## config.mk

```make
export PLATFORM = sky130hd
export DESIGN_NAME = ascd_cordic_stage
export DESIGN_NICKNAME = d
export VERILOG_FILES = /design/src/sv/ascd_pkg.sv /design/src/sv/ascd_cordic_stage.sv
export SDC_FILE = /design/constraint.sdc
export NUM_CORES = 1
export LEC_CHECK = 0
export ABC_AREA = 1
export ABC_CLOCK_PERIOD_IN_PS = 2800
export BUFFER_PORTS_ARGS = -buffer_cell sky130_fd_sc_hd__buf_2
export CAP_MARGIN = 25
export CORE_MARGIN = 2
export CORE_UTILIZATION = 37
export DETAILED_ROUTE_END_ITERATION = 12
export PLACE_DENSITY = 0.57
export SYNTH_ARGS = -nofsm -noshare
export SYNTH_HDL_FRONTEND = slang
export SYNTH_SLANG_ARGS = --single-unit
```

## constraint.sdc

```tcl
create_clock -name clk -period 2.8 [get_ports clk]
set_clock_uncertainty 0.1 [all_clocks]
set_input_delay 0.84 -clock clk [delete_from_list [all_inputs] [get_ports clk]]
set_output_delay 0.84 -clock clk [all_outputs]
set_load 0.01 [all_outputs]
```

## src/sv/ascd_pkg.sv

```systemverilog
// Package: shared constants and arctangent table for the soft clip drive.
`timescale 1ns / 1ps
package ascd_pkg;

  localparam int GainBits   = 16;
  localparam int ShareBits  = 13;
  localparam int GainFrac   = 12;
  localparam int AlphaMin   = 6144;
  localparam int AlphaMax   = 61440;
  localparam int ShareOne   = 4096;
  localparam int CordicSteps = 30;
  localparam int AngleBits  = 32;

  typedef enum logic [1:0] {
    REG_INPUT_GAIN  = 2'd0,
    REG_OUTPUT_GAIN = 2'd1,
    REG_CLIP_ALPHA  = 2'd2,
    REG_WET_SHARE   = 2'd3
  } reg_index_t;

  // atan(2^-i), pi/2 = 2^30
  function automatic logic [AngleBits-1:0] atan_angle(input logic [4:0] i);
    logic [AngleBits-1:0] a;
    unique case (i)
      5'd0:  a = 32'd536870912;
      5'd1:  a = 32'd316933406;
      5'd2:  a = 32'd167458907;
      5'd3:  a = 32'd85004756;
      5'd4:  a = 32'd42667331;
      5'd5:  a = 32'd21354465;
      5'd6:  a = 32'd10680862;
      5'd7:  a = 32'd5340245;
      5'd8:  a = 32'd2670163;
      5'd9:  a = 32'd1335087;
      5'd10: a = 32'd667544;
      5'd11: a = 32'd333772;
      5'd12: a = 32'd166886;
      5'd13: a = 32'd83443;
      5'd14: a = 32'd41722;
      5'd15: a = 32'd20861;
      5'd16: a = 32'd10430;
      5'd17: a = 32'd5215;
      5'd18: a = 32'd2608;
      5'd19: a = 32'd1304;
      5'd20: a = 32'd652;
      5'd21: a = 32'd326;
      5'd22: a = 32'd163;
      5'd23: a = 32'd81;
      5'd24: a = 32'd41;
      5'd25: a = 32'd20;
      5'd26: a = 32'd10;
      5'd27: a = 32'd5;
      5'd28: a = 32'd3;
      5'd29: a = 32'd1;
      default: a = '0;
    endcase
    return a;
  endfunction

endpackage

```

## src/sv/ascd_cordic_stage.sv

```systemverilog
// Module: one registered vectoring CORDIC micro-rotation with side payload.
`timescale 1ns / 1ps
module ascd_cordic_stage #(
  parameter int XW = 50,
  parameter int PW = 40,
  parameter int STEP = 0
) (
  input  logic                 clk,
  input  logic                 rst,
  input  logic                 adv,
  input  logic                 in_vld,
  input  logic signed [XW-1:0] x_in,
  input  logic signed [XW-1:0] y_in,
  input  logic signed [33:0]   z_in,
  input  logic [PW-1:0]        pay_in,
  output logic                 out_vld,
  output logic signed [XW-1:0] x_out,
  output logic signed [XW-1:0] y_out,
  output logic signed [33:0]   z_out,
  output logic [PW-1:0]        pay_out
);
  import ascd_pkg::*;

  logic signed [XW-1:0] xs, ys, x_next, y_next;
  logic signed [33:0]   ang, z_next;

  // rotate toward the x axis; arithmetic shift is a floor shift
  always_comb begin
    xs  = x_in >>> STEP;
    ys  = y_in >>> STEP;
    ang = 34'(atan_angle(5'(STEP)));
    if (!y_in[XW-1]) begin
      x_next = x_in + ys;
      y_next = y_in - xs;
      z_next = z_in + ang;
    end else begin
      x_next = x_in - ys;
      y_next = y_in + xs;
      z_next = z_in - ang;
    end
  end

  always_ff @(posedge clk) begin
    if (rst) begin
      out_vld <= 1'b0;
    end else if (adv) begin
      out_vld <= in_vld;
    end
  end

  always_ff @(posedge clk) begin
    if (adv) begin
      x_out   <= x_next;
      y_out   <= y_next;
      z_out   <= z_next;
      pay_out <= pay_in;
    end
  end

endmodule

```

==> results.cfg <==
[synthesis]
ys_seq_area_frac = 0.2879
netlist_instances = 2723
ys_ff_latch = 174
synthArstFlopShare = 0
synth_nets = 3055
syn_area_per_cell_um2 = 6.653
synth-edff-count = 173
synth_area_um2 = 18120
yosys_warnings = 0
synth_flop_cell = edfxtp_1
synthDistinctLibCells = 50

[setup_path]
critPathLaunchType = input pin
slowest_stage = ha_2
critical-path-max-stage-delay_ns = 0.39
crit_path_frequent_cell = nand2_1
cpLargestDelayFamily = simple AND/OR/NAND/NOR gates
end_kind = flip-flop
crit_fanout = 6
r2r_start = out_vld
cp.arrival_ns = 2.88
required_ns = 2.96
cp_num_buf_inv = 4
critPathLaunch = x_in[4]
path_cells = buf_2, inv_1, ha_2, a21oi_1, buf_4, o21bai_1, inv_1, nand2_2, nand2_1, nand2_1, nand2_1, nand3_1, nand2_1, nand3_1, nand2_1
crit_type = in -> reg

[sta]
slew_viol_final = 0
tightestPinTransition_ns = 0.5530
finalCritPeriodShare = 0.9719
timing.fmax_ghz = 0.3675
relSlewSlack = 0.6313
rsz0062_at_grt = true
final.setup.worst_slack_ns = 0.07868
hold_slack_ns = 0.3800
hold_viol_final = 0
setup-violations-final = 0
fin_crit_ns = 2.721

[drt]
vias = 21567
ant_nets = 0
drt-pass1-iter-count = 6
drt_iter0_drc = 1536
viasPerCell = 5.099
avgRoutedWirePerCell_um = 20.15
wl_um = 85260
drc = 0

[die]
initial_core_util = 0.3724
core-area_um2 = 48650
dieWidth_um = 225.3
dieArea_um2 = 50750
rows = 81
die_h_um = 225.3
io_pins = 353

[clock_tree]
clkTransAtPathRegs_ns = 0.08
ctsHoldBuffers = 0
cts-root-buf = clkbuf_16
cts_sinks = 174
cts.path.max_buffers = 2
worstSkewPairLatency_ns = 0.50
cts_buffers = 17
cts_tree = yes
cts-htree-levels = 4

[power]
leakage_uw = 0.01358
power.density_nw_per_um2 = 422.0
ir_worst_vdd_mv = 0.2672

[grt]
use_met3 = 0.04563
antenna_found_initial = 0
grt_pass1_vias = 21103
grt_max_degree = 87
gr-max-usage-layer = met2
grtUsageTotal = 0.3294
grt_first_pass_wirelength_um = 122700
use_met2 = 0.5498
grt_overflow = 0
use_met1 = 0.4264

[job]
maxCapViolations = 0

[layout]
final_cell_mix = 780 x nand2_1, 562 x buf_4, 430 x inv_1
layout_commonest_cell = nand2_1
drive_gt1_frac = 0.3384
layoutNonFillerInstCount = 4230
area_growth_pct = 42.23
nNetsFinal = 3927
final_core_util = 0.5297
antenna_cells = 0

[status]
status = completed

[place]
dp_hpwl_um = 73230
place_ws_ns = -0.7944
port_buffers = 352
routabilityCongestion = 0.9943
dp_cells = 4197

[min_path]
hp-class = in -> reg
min_from = rst
-- power by group --
part | switching, µW | total (µW) | internal (µW)
combinational | 2950 | 4910 | 1960
clock | 1400 | 2630 | 1230
sequential | 90.4 | 3340 | 3250
total | 4440 | 10900 | 6440
-- kinds of logic (layout without fill, tap and decap cells) --
family / Yosys count / after routing / synth area share
AOI/OAI and AO/OA: 426 / 426 / 0.1283
xor gates and xnor gates: 31 / 31 / 0.01499
adders and majority gates: 154 / 154 / 0.1080
buffers and inverters: 537 / 1422 / 0.1219
DFF: 174 / 174 / 0.2879
muxes: 1 / 1 / 0.0005525
and+or+nand+nor: 1400 / 1400 / 0.3384
-- registers in the layout, indices dropped and copies added (netlist names) --
name / flops
y_out: 49
out_vld: 1
z_out: 34
pay_out: 40
x_out: 50
-- cell usage after synthesis (2+ instances only) --
library cell,instances,area [µm²]
o21ai_1,41,205.2
a21oi_4,2,32.53
ha_1,150,1877
xor2_1,29,254.0
nor2_1,199,747.0
nand2_1,795,2984
nor2_4,9,101.4
a21oi_1,189,945.9
a21oi_2,11,96.34
nand4_1,40,250.2
buf_1,4,15.01
and2_2,4,30.03
o211ai_1,8,60.06
a21o_1,2,15.01
edfxtp_1,173,5195
nor3_1,6,30.03
nand3b_1,2,15.01
nand2_4,5,56.30
o22ai_1,11,68.82
nor3b_2,2,25.02
nand3_2,2,20.02
fa_1,4,80.08
o211ai_2,2,25.02
nor4_1,5,31.28
and2_1,11,68.82
and2_0,2,12.51
nor3_2,12,120.1
nor2_2,32,200.2
o21ai_0,132,660.6
inv_1,433,1625
or2_1,4,25.02
or2_0,3,18.77
buf_2,13,65.06
clkbuf_1,11,41.29
o21ai_2,4,35.03
inv_2,34,127.6
nand2_2,33,206.5
o21a_1,2,15.01
xnor2_1,2,17.52
buf_6,6,67.56
o21bai_1,20,150.1
nand3_1,232,1161
buf_4,35,262.8
-- per-layer routing --
metal / up-vias / routed length, µm
li1: 10486 / -
met1: 10096 / 36860
met2: 839 / 38970
met3: 146 / 5943
met4: 0 / 3484
met5: - / 0
-- final timing paths --
path / to / slack (ns) / cells past startpoint
worst max-delay path: x_out[47] / 0.08 / 15
worst min-delay path: out_vld / 0.38 / 2
worst max register to register: out_vld / 2.13 / 2
worst min register to register: out_vld / 0.39 / 2
-- stage by stage --
step	TNS (ns)	power, µW	area (µm²)
final	0	10870	25770
after global routing	-0.1123	11420	25770
after CTS	0	10750	25230
after floorplan	0	5631	18120
after detailed placement	-41.46	8077	24590
after global placement	-40.67	8039	24590
-- cell type report --
| cell class | count | area (µm²) |
|---|---|---|
| Multi-Input combinational cell | 2012 | 11240 |
| Sequential cell | 174 | 5215 |
| Clock buffer | 17 | 425.4 |
| Timing Repair Buffer | 922 | 6153 |
| Tap cell | 622 | 778.2 |
| Inverter | 468 | 1758 |
| Fill cell | 4871 | 22880 |
| Clock inverter | 15 | 198.9 |
-- repair_timing --
action	CTS	global route
endpoints found under the setup margin	16	73
endpoints found under the hold margin	0	0
gates resized for setup	7	142
pin swaps	0	6
buffers inserted	0	1
(Power assumes the default switching activity.)
